**src/hw/rtl/esc_u8_pkg.sv**
```systemverilog
`default_nettype none

package esc_u8_pkg;

  localparam int unsigned CP_W     = 21;
  localparam int unsigned TAIL_LEN = 6;

  typedef logic [7:0] byte_t;
  typedef logic [2:0] tlen_t;

  typedef enum logic [2:0] {
    MODE_IDLE,
    MODE_UTF8,
    MODE_ESC,
    MODE_HEX_X,
    MODE_HEX_U
  } mode_e;

  // One self-contained run of bytes for the decoder, first byte in bytes[0].
  typedef struct packed {
    byte_t [TAIL_LEN-1:0] bytes;
    tlen_t                len;
    logic                 last;
  } job_t;

  localparam byte_t CH_BSLASH = 8'h5C;
  localparam byte_t CH_LX     = 8'h78;
  localparam byte_t CH_UX     = 8'h58;
  localparam byte_t CH_LU     = 8'h75;
  localparam byte_t CH_LN     = 8'h6E;
  localparam byte_t CH_LR     = 8'h72;
  localparam byte_t CH_LT     = 8'h74;
  localparam byte_t CH_0      = 8'h30;
  localparam byte_t CH_9      = 8'h39;
  localparam byte_t CH_LA     = 8'h61;
  localparam byte_t CH_LF     = 8'h66;
  localparam byte_t CH_UA     = 8'h41;
  localparam byte_t CH_UF     = 8'h46;
  localparam byte_t CH_NL     = 8'h0A;
  localparam byte_t CH_CR     = 8'h0D;
  localparam byte_t CH_TAB    = 8'h09;
  localparam byte_t CH_NUL    = 8'h00;

  function automatic logic [1:0] followers_of(input byte_t c);
    logic [1:0] f;
    f = 2'd0;
    if ((c & 8'hE0) == 8'hC0) begin
      f = 2'd1;
    end else if ((c & 8'hF0) == 8'hE0) begin
      f = 2'd2;
    end else if ((c & 8'hF8) == 8'hF0) begin
      f = 2'd3;
    end
    return f;
  endfunction

endpackage

`default_nettype wire

```
**src/hw/rtl/esc_u8_if.sv**
```systemverilog
`default_nettype none

interface esc_u8_in_if;
  logic       valid;
  logic       ready;
  logic [7:0] byte_req;
  logic       last;

  modport source (output valid, output byte_req, output last, input ready);
  modport sink (input valid, input byte_req, input last, output ready);
endinterface

interface esc_u8_out_if;
  logic        valid;
  logic        ready;
  logic [20:0] code_point;
  logic        bad_hex;
  logic        end_of_run;

  modport source (output valid, output code_point, output bad_hex, output end_of_run,
                  input ready);
  modport sink (input valid, input code_point, input bad_hex, input end_of_run,
                output ready);
endinterface

`default_nettype wire

```
**src/hw/rtl/esc_u8_front.sv**
```systemverilog
`default_nettype none

module esc_u8_front (
  input  logic             clk_i,
  input  logic             rst_ni,
  esc_u8_in_if.sink        in_i,
  output esc_u8_pkg::job_t job_o,
  output logic             job_valid_o,
  input  logic             job_ready_i
);
  import esc_u8_pkg::*;

  mode_e       mode_q, mode_d;
  logic [2:0]  pcnt_q, pcnt_d;
  logic [2:0]  ncnt_q, ncnt_d;
  byte_t       pend_q [4];
  logic        pend_we;
  logic [1:0]  pend_widx;
  logic [1:0]  cnt;
  logic [1:0]  pre_len;
  logic [1:0]  pend_len;
  byte_t       pre0;
  byte_t       pre1;
  logic        accept;
  logic        push;
  logic [1:0]  fol;
  logic [2:0]  k;
  byte_t       b;

  assign b      = in_i.byte_req;
  assign accept = in_i.valid && job_ready_i;
  assign in_i.ready = job_ready_i;
  assign cnt    = pcnt_q[1:0];
  assign fol    = followers_of(b);

  always_comb begin
    pre_len  = 2'd0;
    pend_len = 2'd0;
    pre0     = CH_BSLASH;
    pre1     = CH_LX;
    case (mode_q)
      MODE_UTF8: begin
        pend_len = cnt;
      end
      MODE_ESC: begin
        pre_len = 2'd1;
      end
      MODE_HEX_X: begin
        pre_len  = 2'd2;
        pend_len = cnt;
      end
      MODE_HEX_U: begin
        pre_len  = 2'd2;
        pre1     = CH_LU;
        pend_len = cnt;
      end
      default: begin
      end
    endcase
  end

  always_comb begin
    k = 3'd0;
    for (int j = 0; j < TAIL_LEN; j++) begin
      job_o.bytes[j] = CH_NUL;
      if (3'(j) < {1'b0, pre_len}) begin
        job_o.bytes[j] = (j == 0) ? pre0 : pre1;
      end else begin
        k = 3'(j) - {1'b0, pre_len};
        if (k < {1'b0, pend_len}) begin
          job_o.bytes[j] = pend_q[k[1:0]];
        end else if (k == {1'b0, pend_len}) begin
          job_o.bytes[j] = b;
        end
      end
    end
    job_o.len  = {1'b0, pre_len} + {1'b0, pend_len} + 3'd1;
    job_o.last = in_i.last;
  end

  always_comb begin
    mode_d    = mode_q;
    pcnt_d    = pcnt_q;
    ncnt_d    = ncnt_q;
    pend_we   = 1'b0;
    pend_widx = cnt;
    push      = 1'b0;
    if (accept) begin
      if (in_i.last) begin
        push   = 1'b1;
        mode_d = MODE_IDLE;
        pcnt_d = 3'd0;
        ncnt_d = 3'd0;
      end else begin
        case (mode_q)
          MODE_UTF8, MODE_HEX_X, MODE_HEX_U: begin
            pend_we = 1'b1;
            pcnt_d  = {1'b0, cnt} + 3'd1;
            ncnt_d  = ncnt_q - 3'd1;
            if (ncnt_q == 3'd1) begin
              push   = 1'b1;
              mode_d = MODE_IDLE;
              pcnt_d = 3'd0;
              ncnt_d = 3'd0;
            end
          end
          MODE_ESC: begin
            if (b == CH_LX || b == CH_LU) begin
              mode_d = (b == CH_LX) ? MODE_HEX_X : MODE_HEX_U;
              pcnt_d = 3'd0;
              ncnt_d = (b == CH_LX) ? 3'd2 : 3'd4;
            end else begin
              push   = 1'b1;
              mode_d = MODE_IDLE;
              pcnt_d = 3'd0;
              ncnt_d = 3'd0;
            end
          end
          default: begin
            if (b == CH_BSLASH) begin
              mode_d = MODE_ESC;
            end else if (fol == 2'd0) begin
              push   = 1'b1;
              mode_d = MODE_IDLE;
              pcnt_d = 3'd0;
              ncnt_d = 3'd0;
            end else begin
              mode_d    = MODE_UTF8;
              pend_we   = 1'b1;
              pend_widx = 2'd0;
              pcnt_d    = 3'd1;
              ncnt_d    = {1'b0, fol};
            end
          end
        endcase
      end
    end
  end

  assign job_valid_o = push;

  always_ff @(posedge clk_i or negedge rst_ni) begin
    if (!rst_ni) begin
      mode_q <= MODE_IDLE;
      pcnt_q <= 3'd0;
      ncnt_q <= 3'd0;
    end else begin
      mode_q <= mode_d;
      pcnt_q <= pcnt_d;
      ncnt_q <= ncnt_d;
    end
  end

  always_ff @(posedge clk_i) begin
    if (pend_we) begin
      pend_q[pend_widx] <= b;
    end
  end

endmodule

`default_nettype wire

```
**src/hw/rtl/esc_u8_fifo.sv**
```systemverilog
`default_nettype none

module esc_u8_fifo #(
  parameter int unsigned Depth = 2
) (
  input  logic             clk_i,
  input  logic             rst_ni,
  input  logic             push_i,
  input  esc_u8_pkg::job_t data_i,
  output logic             full_o,
  output logic             valid_o,
  output esc_u8_pkg::job_t data_o,
  input  logic             pop_i
);
  import esc_u8_pkg::*;

  localparam int unsigned PtrW = (Depth > 1) ? $clog2(Depth) : 1;
  localparam int unsigned CntW = $clog2(Depth + 1);

  job_t            mem_q [Depth];
  logic [PtrW-1:0] wptr_q, wptr_d;
  logic [PtrW-1:0] rptr_q, rptr_d;
  logic [CntW-1:0] cnt_q, cnt_d;
  logic            do_push;
  logic            do_pop;

  assign full_o  = (cnt_q == CntW'(Depth));
  assign valid_o = (cnt_q != '0);
  assign data_o  = mem_q[rptr_q];
  assign do_push = push_i && !full_o;
  assign do_pop  = pop_i && valid_o;

  always_comb begin
    wptr_d = wptr_q;
    rptr_d = rptr_q;
    cnt_d  = cnt_q;
    if (do_push) begin
      wptr_d = (wptr_q == PtrW'(Depth - 1)) ? '0 : wptr_q + PtrW'(1);
    end
    if (do_pop) begin
      rptr_d = (rptr_q == PtrW'(Depth - 1)) ? '0 : rptr_q + PtrW'(1);
    end
    case ({do_push, do_pop})
      2'b10:   cnt_d = cnt_q + CntW'(1);
      2'b01:   cnt_d = cnt_q - CntW'(1);
      default: cnt_d = cnt_q;
    endcase
  end

  always_ff @(posedge clk_i or negedge rst_ni) begin
    if (!rst_ni) begin
      wptr_q <= '0;
      rptr_q <= '0;
      cnt_q  <= '0;
    end else begin
      wptr_q <= wptr_d;
      rptr_q <= rptr_d;
      cnt_q  <= cnt_d;
    end
  end

  always_ff @(posedge clk_i) begin
    if (do_push) begin
      mem_q[wptr_q] <= data_i;
    end
  end

endmodule

`default_nettype wire

```
**src/hw/rtl/esc_u8_back.sv**
```systemverilog
`default_nettype none

module esc_u8_back (
  input  logic             clk_i,
  input  logic             rst_ni,
  input  esc_u8_pkg::job_t job_i,
  input  logic             job_valid_i,
  output logic             job_pop_o,
  esc_u8_out_if.source     out_o
);
  import esc_u8_pkg::*;

  function automatic logic is_hex(input byte_t c);
    return ((c >= CH_0) && (c <= CH_9)) || ((c >= CH_LA) && (c <= CH_LF)) ||
           ((c >= CH_UA) && (c <= CH_UF));
  endfunction

  function automatic logic [3:0] hex_val(input byte_t c);
    logic [3:0] v;
    v = c[3:0];
    if (c > CH_9) begin
      v = c[3:0] + 4'd9;
    end
    return v;
  endfunction

  // Returns {bad, value}; the value is the run of leading hex digits.
  function automatic logic [16:0] parse_hex(input byte_t [3:0] p, input logic four);
    logic [1:0]  start;
    logic [2:0]  n;
    logic        run;
    logic [15:0] v;
    start = 2'd0;
    n     = four ? 3'd4 : 3'd2;
    run   = 1'b1;
    v     = 16'h0;
    if (four && p[0] == CH_0 && (p[1] == CH_LX || p[1] == CH_UX) && is_hex(p[2])) begin
      start = 2'd2;
    end
    for (int j = 0; j < 4; j++) begin
      if (3'(j) >= {1'b0, start} && 3'(j) < n && run) begin
        if (is_hex(p[j])) begin
          v = {v[11:0], hex_val(p[j])};
        end else begin
          run = 1'b0;
        end
      end
    end
    return is_hex(p[start]) ? {1'b0, v} : {1'b1, 16'h0};
  endfunction

  function automatic byte_t simple_escape(input byte_t c);
    byte_t r;
    case (c)
      CH_LN:   r = CH_NL;
      CH_LR:   r = CH_CR;
      CH_LT:   r = CH_TAB;
      CH_0:    r = CH_NUL;
      default: r = c;
    endcase
    return r;
  endfunction

  logic                 wv_q, wv_d;
  byte_t [TAIL_LEN-1:0] wb_q, wb_d;
  tlen_t                wrem_q, wrem_d;
  logic                 wlast_q, wlast_d;
  logic                 ov_q, ov_d;
  logic [CP_W-1:0]      ocp_q, ocp_d;
  logic                 obad_q, obad_d;
  logic                 oeor_q, oeor_d;

  logic [CP_W-1:0]      tok_cp;
  logic                 tok_bad;
  tlen_t                tok_len;
  logic [16:0]          hex_res;
  logic                 is_u;
  logic [1:0]           fol;
  byte_t [TAIL_LEN-1:0] wb_shift;
  logic [3:0]           sidx;
  logic                 fire;
  logic                 done;
  logic                 load;

  assign is_u    = (wb_q[1] == CH_LU);
  assign hex_res = parse_hex(wb_q[5:2], is_u);
  assign fol     = followers_of(wb_q[0]);

  always_comb begin
    tok_cp  = {13'h0, wb_q[0]};
    tok_bad = 1'b0;
    tok_len = 3'd1;
    if (wb_q[0] == CH_BSLASH && wrem_q >= 3'd2) begin
      tok_len = 3'd2;
      if (wb_q[1] == CH_LX || wb_q[1] == CH_LU) begin
        tok_cp = '0;
        if ((!is_u && wrem_q >= 3'd4) || (is_u && wrem_q >= 3'd6)) begin
          tok_cp  = {5'h0, hex_res[15:0]};
          tok_bad = hex_res[16];
          tok_len = is_u ? 3'd6 : 3'd4;
        end
      end else begin
        tok_cp = {13'h0, simple_escape(wb_q[1])};
      end
    end else if (fol != 2'd0 && {1'b0, fol} < wrem_q) begin
      tok_len = {1'b0, fol} + 3'd1;
      case (fol)
        2'd1:    tok_cp = {10'h0, wb_q[0][4:0], wb_q[1][5:0]};
        2'd2:    tok_cp = {5'h0, wb_q[0][3:0], wb_q[1][5:0], wb_q[2][5:0]};
        default: tok_cp = {wb_q[0][2:0], wb_q[1][5:0], wb_q[2][5:0], wb_q[3][5:0]};
      endcase
    end
  end

  always_comb begin
    sidx = 4'd0;
    for (int j = 0; j < TAIL_LEN; j++) begin
      sidx        = 4'(j) + {1'b0, tok_len};
      wb_shift[j] = (sidx < 4'(TAIL_LEN)) ? wb_q[sidx[2:0]] : CH_NUL;
    end
  end

  assign fire      = wv_q && (!ov_q || out_o.ready);
  assign done      = (tok_len == wrem_q);
  assign load      = job_valid_i && (!wv_q || (fire && done));
  assign job_pop_o = load;

  always_comb begin
    wv_d    = wv_q;
    wb_d    = wb_q;
    wrem_d  = wrem_q;
    wlast_d = wlast_q;
    ov_d    = ov_q;
    ocp_d   = ocp_q;
    obad_d  = obad_q;
    oeor_d  = oeor_q;
    if (load) begin
      wv_d    = 1'b1;
      wb_d    = job_i.bytes;
      wrem_d  = job_i.len;
      wlast_d = job_i.last;
    end else if (fire) begin
      wv_d   = !done;
      wb_d   = wb_shift;
      wrem_d = wrem_q - tok_len;
    end
    if (fire) begin
      ov_d   = 1'b1;
      ocp_d  = tok_cp;
      obad_d = tok_bad;
      oeor_d = wlast_q && done;
    end else if (out_o.ready) begin
      ov_d = 1'b0;
    end
  end

  always_ff @(posedge clk_i or negedge rst_ni) begin
    if (!rst_ni) begin
      wv_q <= 1'b0;
      ov_q <= 1'b0;
    end else begin
      wv_q <= wv_d;
      ov_q <= ov_d;
    end
  end

  always_ff @(posedge clk_i) begin
    wb_q    <= wb_d;
    wrem_q  <= wrem_d;
    wlast_q <= wlast_d;
    ocp_q   <= ocp_d;
    obad_q  <= obad_d;
    oeor_q  <= oeor_d;
  end

  assign out_o.valid      = ov_q;
  assign out_o.code_point = ocp_q;
  assign out_o.bad_hex    = obad_q;
  assign out_o.end_of_run = oeor_q;

endmodule

`default_nettype wire

```
**src/hw/rtl/escaped_utf8_to_code_points_unit.sv**
```systemverilog
// Throughput: one byte per cycle while the queue has room, limited by the single-token decoder
// in the back end, which stalls on output back-pressure. A final byte whose flushed tail splits
// into several code points holds the decoder until each is sent, up to four code points.
// Reset is asynchronous and active low; it clears the mode, counters, queue and valid flags,
// while the buffered sequence bytes are not reset.
`default_nettype none

module escaped_utf8_to_code_points_unit #(
  parameter int unsigned QueueDepth = 2
) (
  input  logic         clk_i,
  input  logic         rst_ni,
  esc_u8_in_if.sink    in_i,
  esc_u8_out_if.source out_o
);
  import esc_u8_pkg::*;

  job_t push_job;
  logic push_valid;
  logic q_full;
  job_t pop_job;
  logic pop_valid;
  logic pop;

  esc_u8_front u_front (
    .clk_i       (clk_i),
    .rst_ni      (rst_ni),
    .in_i        (in_i),
    .job_o       (push_job),
    .job_valid_o (push_valid),
    .job_ready_i (!q_full)
  );

  esc_u8_fifo #(
    .Depth (QueueDepth)
  ) u_fifo (
    .clk_i   (clk_i),
    .rst_ni  (rst_ni),
    .push_i  (push_valid),
    .data_i  (push_job),
    .full_o  (q_full),
    .valid_o (pop_valid),
    .data_o  (pop_job),
    .pop_i   (pop)
  );

  esc_u8_back u_back (
    .clk_i       (clk_i),
    .rst_ni      (rst_ni),
    .job_i       (pop_job),
    .job_valid_i (pop_valid),
    .job_pop_o   (pop),
    .out_o       (out_o)
  );

endmodule

`default_nettype wire

```
**src/flat_wrapper.sv**
```systemverilog
// flat-port wrapper written by rule: the top's interface ports become plain ports
module escaped_utf8_to_code_points_unit_flat import esc_u8_pkg::*;
#(
  parameter int unsigned QueueDepth = 2
)
  (clk_i, rst_ni, in_i_valid, in_i_byte_req, in_i_last, in_i_ready, out_o_valid, out_o_code_point, out_o_bad_hex, out_o_end_of_run, out_o_ready);
  esc_u8_in_if in_i_i ();
  esc_u8_out_if out_o_i ();
  input  logic clk_i;
  input  logic rst_ni;
  input wire logic [$bits(in_i_i.valid)-1:0] in_i_valid;
  input wire logic [$bits(in_i_i.byte_req)-1:0] in_i_byte_req;
  input wire logic [$bits(in_i_i.last)-1:0] in_i_last;
  output wire logic [$bits(in_i_i.ready)-1:0] in_i_ready;
  output wire logic [$bits(out_o_i.valid)-1:0] out_o_valid;
  output wire logic [$bits(out_o_i.code_point)-1:0] out_o_code_point;
  output wire logic [$bits(out_o_i.bad_hex)-1:0] out_o_bad_hex;
  output wire logic [$bits(out_o_i.end_of_run)-1:0] out_o_end_of_run;
  input wire logic [$bits(out_o_i.ready)-1:0] out_o_ready;
  assign in_i_i.valid = in_i_valid;
  assign in_i_i.byte_req = in_i_byte_req;
  assign in_i_i.last = in_i_last;
  assign in_i_ready = in_i_i.ready;
  assign out_o_valid = out_o_i.valid;
  assign out_o_code_point = out_o_i.code_point;
  assign out_o_bad_hex = out_o_i.bad_hex;
  assign out_o_end_of_run = out_o_i.end_of_run;
  assign out_o_i.ready = out_o_ready;
  escaped_utf8_to_code_points_unit #(.QueueDepth(QueueDepth)) u_core (.clk_i(clk_i), .rst_ni(rst_ni), .in_i(in_i_i), .out_o(out_o_i));
endmodule
```
**config.mk**
```make
export PLATFORM = sky130hd
export DESIGN_NAME = escaped_utf8_to_code_points_unit_flat
export DESIGN_NICKNAME = d
export VERILOG_FILES = /design/src/hw/rtl/esc_u8_pkg.sv /design/src/hw/rtl/esc_u8_if.sv /design/src/hw/rtl/esc_u8_front.sv /design/src/hw/rtl/esc_u8_fifo.sv /design/src/hw/rtl/esc_u8_back.sv /design/src/hw/rtl/escaped_utf8_to_code_points_unit.sv /design/src/flat_wrapper.sv
export SDC_FILE = /design/constraint.sdc
export NUM_CORES = 1
export LEC_CHECK = 0
export BUFFER_PORTS_ARGS = -buffer_cell sky130_fd_sc_hd__buf_2
export CAP_MARGIN = 25
export CORE_MARGIN = 4
export CORE_UTILIZATION = 25
export CTS_CLUSTER_DIAMETER = 40
export DETAILED_ROUTE_END_ITERATION = 7
export PLACE_DENSITY = 0.48
export SLEW_MARGIN = 5
export SYNTH_ARGS = -nofsm -noshare
export SYNTH_HDL_FRONTEND = slang
export SYNTH_SLANG_ARGS = --single-unit
```
**constraint.sdc**
```tcl
create_clock -name clk_i -period 14.2 [get_ports clk_i]
set_input_delay 1.42 -clock clk_i [delete_from_list [all_inputs] [get_ports clk_i]]
set_output_delay 1.42 -clock clk_i [all_outputs]
set_load 0.1 [all_outputs]
```
# Word-level counts from Yosys, hierarchy flattened
# Memory sizes are Yosys's and may differ from the RTL's.
# Index checks and enable logic that the tools add are counted.
[totals] mem_count=2 wordCells=349 latchBits=0 rom_bits=0 output_inout_bits=25 mem_bits_rw=136 in_bits=13 register_bits=89
[op_classes] n_shift=0 n_eq_ne=38 bitwise=0 div_mod_pow=0 mul=0 n_reduce_logical=68 n_addsub=25 n_mux=128 magnitude_cmp=69
[mem_list] memory="u_core.u_fifo.mem_q" words=2 width=52 rd=1 rd_ports_with_merged_regs=0 write_ports=1 line="esc_u8_fifo.sv:20" text="job_t mem_q [Depth];"
[mem_list] memory="u_core.u_front.pend_q" words=4 width=8 rd=6 rd_ports_with_merged_regs=0 write_ports=1 line="esc_u8_front.sv:16" text="byte_t pend_q [4];"
[op_table] cell="$mux W8" n=30
[op_table] cell="$bmux W8 S3" n=6
[op_table] cell="$mux W16" n=8
[op_table] cell="$mux W48" n=2
[op_table] cell="$eq A8 B7 Y1 const B" n=11
[op_table] cell="$ge A8 B7 Y1 const B" n=10
[op_table] cell="$le A8 B7 Y1 const B" n=10
[op_table] cell="$mux W21" n=3
[op_table] cell="$mux W3" n=16
[op_table] cell="$pmux W21 S2" n=1
[op_table] cell="$ge A8 B6 Y1 const B" n=5
[op_table] cell="$le A8 B6 Y1 const B" n=5
[op_table] cell="$mux W2" n=19
[op_table] cell="$logic_and A1 B1 Y1" n=35
[op_table] cell="$gt A8 B6 Y1 const B" n=4
[op_table] cell="$pmux W8 S4" n=1
[op_table] cell="$mux W1" n=27
[op_table] cell="$lt A3 B4 Y1 const B" n=6
[op_table] cell="$mux W4" n=6
[op_table] cell="$lt A4 B3 Y1 const B" n=5
[op_table] cell="$eq A3 B2 Y1" n=6
[op_table] cell="$lt A3 B2 Y1" n=6
[op_table] cell="$mux W17" n=1
[op_table] cell="$add A4 B4 Y4 const B" n=4
[op_table] cell="50 further kinds" n=101

# Longest topological paths before layout
[depth] ltp_word=19 ltp_mapped=24 ltp_nobuf=17

# By module
# A second synthesis with hierarchy kept.
[unflattened] hier_cells=1422 hier_area_um2=14540.2
[by_module_without_submodules] module="esc_u8_back" n_inst=1 cells_each=860 area_per_inst_um2=6979.2 seq_area_each_um2=2302.2
[by_module_without_submodules] module="esc_u8_fifo" n_inst=1 cells_each=180 area_per_inst_um2=3986.3 seq_area_each_um2=3223.1
[by_module_without_submodules] module="esc_u8_front" n_inst=1 cells_each=381 area_per_inst_um2=3570.9 seq_area_each_um2=1161.1
[by_module_without_submodules] module="escaped_utf8_to_code_points_unit" n_inst=1 cells_each=1 area_per_inst_um2=3.8 seq_area_each_um2=0.0

# Worst setup path before layout
# OpenSTA, ideal clock, no wires.
[synth_path] kind="register to register" startpoint="reg u_core.u_back.wb_q[4] (netlist name)" endpoint="reg u_core.u_back.wb_q[0] (netlist name), enable pin" stages_incl_launch_ff=19 path_buffers=7 slack_ns=8.864 period_less_slack_ns=5.336 setup_ns=0.610 arrival_time_ns=4.726 required_time_ns=13.590 cell_sequence="edfxtp_1 buf_2 clkbuf_1 clkbuf_1 a21oi_1 ha_1 nor2b_1 a221o_1 o2bb2ai_2 inv_2 buf_2 buf_4 ha_1 and4_1 a31o_1 o22ai_1 buf_2 buf_4 nand2b_1"
[synth_via] elab_chain_cells=13
[synth_lines] element="from (decl)" line="esc_u8_back.sv:65" text="byte_t [TAIL_LEN-1:0] wb_q, wb_d;"
[synth_lines] element="from (signal assigned)" line="esc_u8_back.sv:168" text="wb_q <= wb_d;"
[synth_lines] element="$eq A5 B5 Y1" line="esc_u8_pkg.sv:51" text="end else if ((c & 8'hF8) == 8'hF0) begin"
[synth_lines] element="$mux W2" line="esc_u8_pkg.sv:51"
[synth_lines] element="$mux W2" line="esc_u8_pkg.sv:49" text="end else if ((c & 8'hF0) == 8'hE0) begin"
[synth_lines] element="$mux W2" line="esc_u8_pkg.sv:47" text="if ((c & 8'hE0) == 8'hC0) begin"
[synth_lines] element="$lt A2 B3 Y1 / $reduce_bool A2 Y1 (equally long branches)" line="esc_u8_back.sv:105" text="end else if (fol != 2'd0 && {1'b0, fol} < wrem_q) begin"
[synth_lines] element="$logic_and A1 B1 Y1" line="esc_u8_back.sv:105"
[synth_lines] element="$mux W3" line="esc_u8_back.sv:105"
[synth_lines] element="$mux W3 (*)" line="esc_u8_back.sv:93" text="if (wb_q[0] == CH_BSLASH && wrem_q >= 3'd2) begin"
[synth_lines] element="$eq A3 B3 Y1 (*)" line="esc_u8_back.sv:124" text="assign done = (tok_len == wrem_q);"
[synth_lines] element="$logic_and A1 B1 Y1 (*)" line="esc_u8_back.sv:125" text="assign load = job_valid_i && (!wv_q || (fire && done));"
[synth_lines] element="$logic_or A1 B1 Y1 (*)" line="esc_u8_back.sv:125"
[synth_lines] element="$logic_and A1 B1 Y1 (*)" line="esc_u8_back.sv:125"
[synth_lines] element="$reduce_bool A2 Y1 (no line) (*)"
# Every way passes the cells marked *; elsewhere a longest branch is shown, timed or not.
# A chain may end at the register's enable or synchronous reset.

# Worst setup path after layout
[layout_path] startpoint="reg u_core.u_back.wb_q[5] (netlist name)" endpoint="reg u_core.u_fifo.cnt_q[1]"
[layout_via] elab_chain_cells=15
[layout_lines] element="$eq A5 B5 Y1" line="esc_u8_pkg.sv:51"
[layout_lines] element="$mux W2" line="esc_u8_pkg.sv:51"
[layout_lines] element="$mux W2" line="esc_u8_pkg.sv:49"
[layout_lines] element="$mux W2" line="esc_u8_pkg.sv:47"
[layout_lines] element="$lt A2 B3 Y1 / $reduce_bool A2 Y1 (equally long branches)" line="esc_u8_back.sv:105"
[layout_lines] element="$logic_and A1 B1 Y1" line="esc_u8_back.sv:105"
[layout_lines] element="$mux W3" line="esc_u8_back.sv:105"
[layout_lines] element="$mux W3 (*)" line="esc_u8_back.sv:93"
[layout_lines] element="$eq A3 B3 Y1 (*)" line="esc_u8_back.sv:124"
[layout_lines] element="$logic_and A1 B1 Y1 (*)" line="esc_u8_back.sv:125"
[layout_lines] element="$logic_or A1 B1 Y1 (*)" line="esc_u8_back.sv:125"
[layout_lines] element="$logic_and A1 B1 Y1 (*)" line="esc_u8_back.sv:125"
[layout_lines] element="$logic_and A1 B1 Y1 (*)" line="esc_u8_fifo.sv:31" text="assign do_pop = pop_i && valid_o;"
[layout_lines] element="net u_core.u_fifo.do_pop" line="esc_u8_fifo.sv:25" text="logic do_pop;"
[layout_lines] element="$eq A2 B1 Y1 / $eq A2 B2 Y1 (equally long branches)" line="esc_u8_fifo.sv:43" text="case ({do_push, do_pop})"
[layout_lines] element="$pmux W2 S2 / $reduce_bool A2 Y1 (equally long branches)"
[layout_lines] element="to (signal assigned)" line="esc_u8_fifo.sv:58" text="cnt_q <= cnt_d;"
[layout_lines] element="to (decl)" line="esc_u8_fifo.sv:23" text="logic [CntW-1:0] cnt_q, cnt_d;"
# The timed path passes the listed nets; every way through them passes the cells marked *.

==> results.py <==
metrics = {
    "grt": {
        "first_global_vias": 10400,
        "grt-ovfl-total": 0,
        "grt_start_max_net_pins": 75,
        "antenna_found_initial": 0,
        "grt_pass1_wl_mm": 66.9,
        "grt_usage_pct": 14.3,
    },
    "timing": {
        "tightest_slew_ns": 0.966,
        "setup_viol": 0,
        "fin_crit_ns": 5.70,
        "clock_skew_ns": 0.0221,
        "finalHoldViolations": 0,
        "whs_ns": 0.480,
        "rsz0062_at_grt": "no",
        "fin_setup_tns_ns": 0,
        "maxSlewViolCount": 0,
        "slew-limit-headroom_pct": 35.6,
        "max_freq_mhz": 175,
        "finalCritPeriodShare_pct": 40.1,
    },
    "clock_tree": {
        "cts_max_path_buffers": 3,
        "holdBufCountCts": 0,
        "cts_tree": "built",
        "clk_pin_slew_ns": 0.05,
        "htree_levels": 1,
        "cts_setup_buffers": 0,
        "root_buffer": "clkbuf_16",
        "clk-insertion-delay-late_ns": 0.58,
        "clock_sinks": 225,
        "cts_buffers": 30,
        "cts_resized": 0,
    },
    "yosys": {
        "synthArstFlopShare_pct": 6.22,
        "synthFlopType": "edfxtp_1",
        "syn-instance-count": 1358,
        "ys_seq_area_share_pct": 46.7,
        "synth_nets": 1410,
        "synth-warning-count": 0,
        "synth_area_um2": 14300,
        "ys_ff_latch": 225,
        "synth_cell_type_count": 102,
        "synth_edf_count": 211,
        "syn_avg_cell_area_um2": 10.5,
    },
    "cells_and_area": {
        "post-route-cell-area_um2": 16100,
        "layout_common_cells": "211 x edfxtp_1, 164 x nand2_1, 121 x mux2i_1, 73 x o21ai_0, 71 x a21oi_1",
        "regArea_um2": 6690,
        "final_cells": 2124,
        "drive_gt1_share_pct": 11.7,
        "fill_cells": 5969,
        "nNetsFinal": 1399,
        "final_common_cell": "edfxtp_1",
        "synthToLayoutAreaGrowth_pct": 12.7,
        "multi_input_area_um2": 6950,
        "diodes": 0,
    },
    "placement": {
        "place_hpwl_mm": 31.8,
        "dp_cells": 2070,
        "dpl_cell_area_um2": 15100,
        "portBuffers": 37,
        "place.gp.congestion": 0.876,
    },
    "drt": {
        "dr.pass1.iters": 5,
        "finalWirelength_mm": 45.3,
        "first_iter_violations": 1079,
        "drc": 0,
        "final_antenna_net_count": 0,
        "avgRoutedWirePerCell_um": 21.3,
        "via_per_inst": 5.20,
        "vias": 11100,
    },
    "setup_path": {
        "path_max_fanout": 74,
        "critPathArrivalTime_ns": 6.15,
        "critPathKind": "register to register",
        "crit_path_start_kind": "register",
        "required_ns": 14.65,
        "path_buf_inv": 3,
        "critical-path-top-delay-family": "compound AO/OA/AOI/OAI gates",
        "cp_slowest_cell": "edfxtp_1",
        "rrSetupSlack_ns": 8.50,
        "slowest_delay_ns": 0.85,
        "path_common_cell": "ha_1",
        "crit_chain": "nand3_1 > a21oi_1 > ha_1 > o21ba_2 > a211oi_2 > nand2b_4 > inv_12 > ha_1 > and4_1 > a31o_1 > o22ai_4 > buf_4 > inv_1 > ha_1 > xnor2_1 > nor2_1 > xor2_1",
        "endpoint_kind": "register",
    },
    "pwr": {
        "powerDensity_nw_per_um2": 261,
        "vdd_drop_max_mv": 0.117,
        "p_leak_uw": 0.00584,
    },
    "floorplan": {
        "fp.dieW_um": 247,
        "ios": 38,
        "fp-row-count": 87,
        "die_area_um2": 61200,
        "die_h_um": 247,
        "coreArea_um2": 56600,
        "initial_core_util_pct": 25.3,
    },
    "hold_path": {
        "hold_path_class": "register to register",
    },
    "run": {
        "drv_cap": 0,
    },
    "outcome": {
        "status": "completed",
    },
}
==> cells in the mapped netlist (10+ instances only) <==
library cell / n / area, um2
o21ai_0: 73 / 365
nand2_1: 164 / 616
o22ai_1: 49 / 307
nor2b_1: 16 / 100
a211oi_1: 19 / 143
dfrtp_1: 14 / 350
nor2_1: 50 / 188
nand3_1: 43 / 215
buf_2: 18 / 90.1
o31a_1: 13 / 114
clkbuf_1: 64 / 240
a311oi_1: 10 / 87.6
or3_1: 10 / 62.6
nand2b_1: 20 / 125
edfxtp_1: 211 / 6340
and3_1: 10 / 62.6
inv_1: 41 / 154
a22oi_1: 10 / 75.1
nor3_1: 39 / 195
xnor2_1: 11 / 96.3
nor3b_1: 14 / 105
ha_1: 36 / 450
mux4_2: 11 / 248
and2_1: 11 / 68.8
mux2i_1: 121 / 1210
a21oi_1: 71 / 355
o31ai_1: 14 / 105
==> cells by family after synthesis <==
logic type / count (synthesis) / share of synthesized area [%]
AOI/OAI and AO/OA: 372 / 17.8
xor gates and xnor gates: 16 / 1.24
adders and majority gates: 39 / 3.56
buffers and inverters: 151 / 5.02
DFF: 225 / 46.7
muxes: 141 / 11.2
and+or+nand+nor: 414 / 14.5
==> report_power, final <==
part | total (uW) | leakage (uW) | internal (uW) | switching (uW)
combinational | 2140 | 0.00317 | 760 | 1380
sequential | 1320 | 0.00220 | 1040 | 286
clock | 742 | 0.000473 | 447 | 296
total | 4210 | 0.00584 | 2250 | 1960
==> area by class of cell <==
class / count / area share (%)
clock inverters: 17 / 1.36
well taps: 756 / 5.86
repair buffers: 60 / 2.31
multi-input cells: 982 / 43.1
flip-flops and latches: 225 / 41.4
clock buffers: 36 / 4.79
inverters: 48 / 1.21
==> sequential cells by signal (all words and copies together) (netlist names) <==
signal                          cells
u_core.u_back.out_o.bad_hex         1
u_core.u_back.out_o.code_point     21
u_core.u_back.out_o.end_of_run      1
u_core.u_back.out_o.valid           1
u_core.u_back.wb_q                 48
u_core.u_back.wlast_q               1
u_core.u_back.wrem_q                3
u_core.u_back.wv_q                  1
u_core.u_fifo.cnt_q                 2
u_core.u_fifo.mem_q               104
u_core.u_fifo.rptr_q                1
u_core.u_fifo.wptr_q                1
u_core.u_front.mode_q               3
u_core.u_front.ncnt_q               3
u_core.u_front.pcnt_q               2
u_core.u_front.pend_q              32
==> layer usage <==
layer	track usage, %	part of all wire, %	wire length (um)
met2	22.5	44	20100
met4	4.99	3.8	1710
met1	19.8	46	20900
met5	0	0	0
met3	2.72	5.9	2670
==> through the flow <==
stage	setup WS (ns)	util (%)	total power, uW
global placement	8.65	26.7	3430
finish	8.50	28.5	4210
CTS	8.51	28.5	4210
detailed placement	8.53	26.8	3450
floorplan	8.86	-	2840
global route	8.03	28.5	4450
==> final timing paths <==
check / start / end / cells past startpoint
setup reg to reg: u_core.u_back.wb_q[5]$_DFFE_PP_ / u_core.u_fifo.cnt_q[1]$_DFFE_PN0P_ / 17
hold / removal: u_core.u_back.wv_q$_DFFE_PN0P_ / u_core.u_back.out_o.valid$_DFFE_PN0P_ / 1
hold reg to reg: u_core.u_back.wv_q$_DFFE_PN0P_ / u_core.u_back.out_o.valid$_DFFE_PN0P_ / 1
max in group asynchronous: rst_ni / u_core.u_fifo.rptr_q$_DFFE_PN0P_ / 1
min in group asynchronous: rst_ni / u_core.u_front.ncnt_q[0]$_DFFE_PN0P_ / 1
setup / recovery: u_core.u_back.wb_q[5]$_DFFE_PP_ / u_core.u_fifo.cnt_q[1]$_DFFE_PN0P_ / 17
Power figures use the tool's default switching activity.
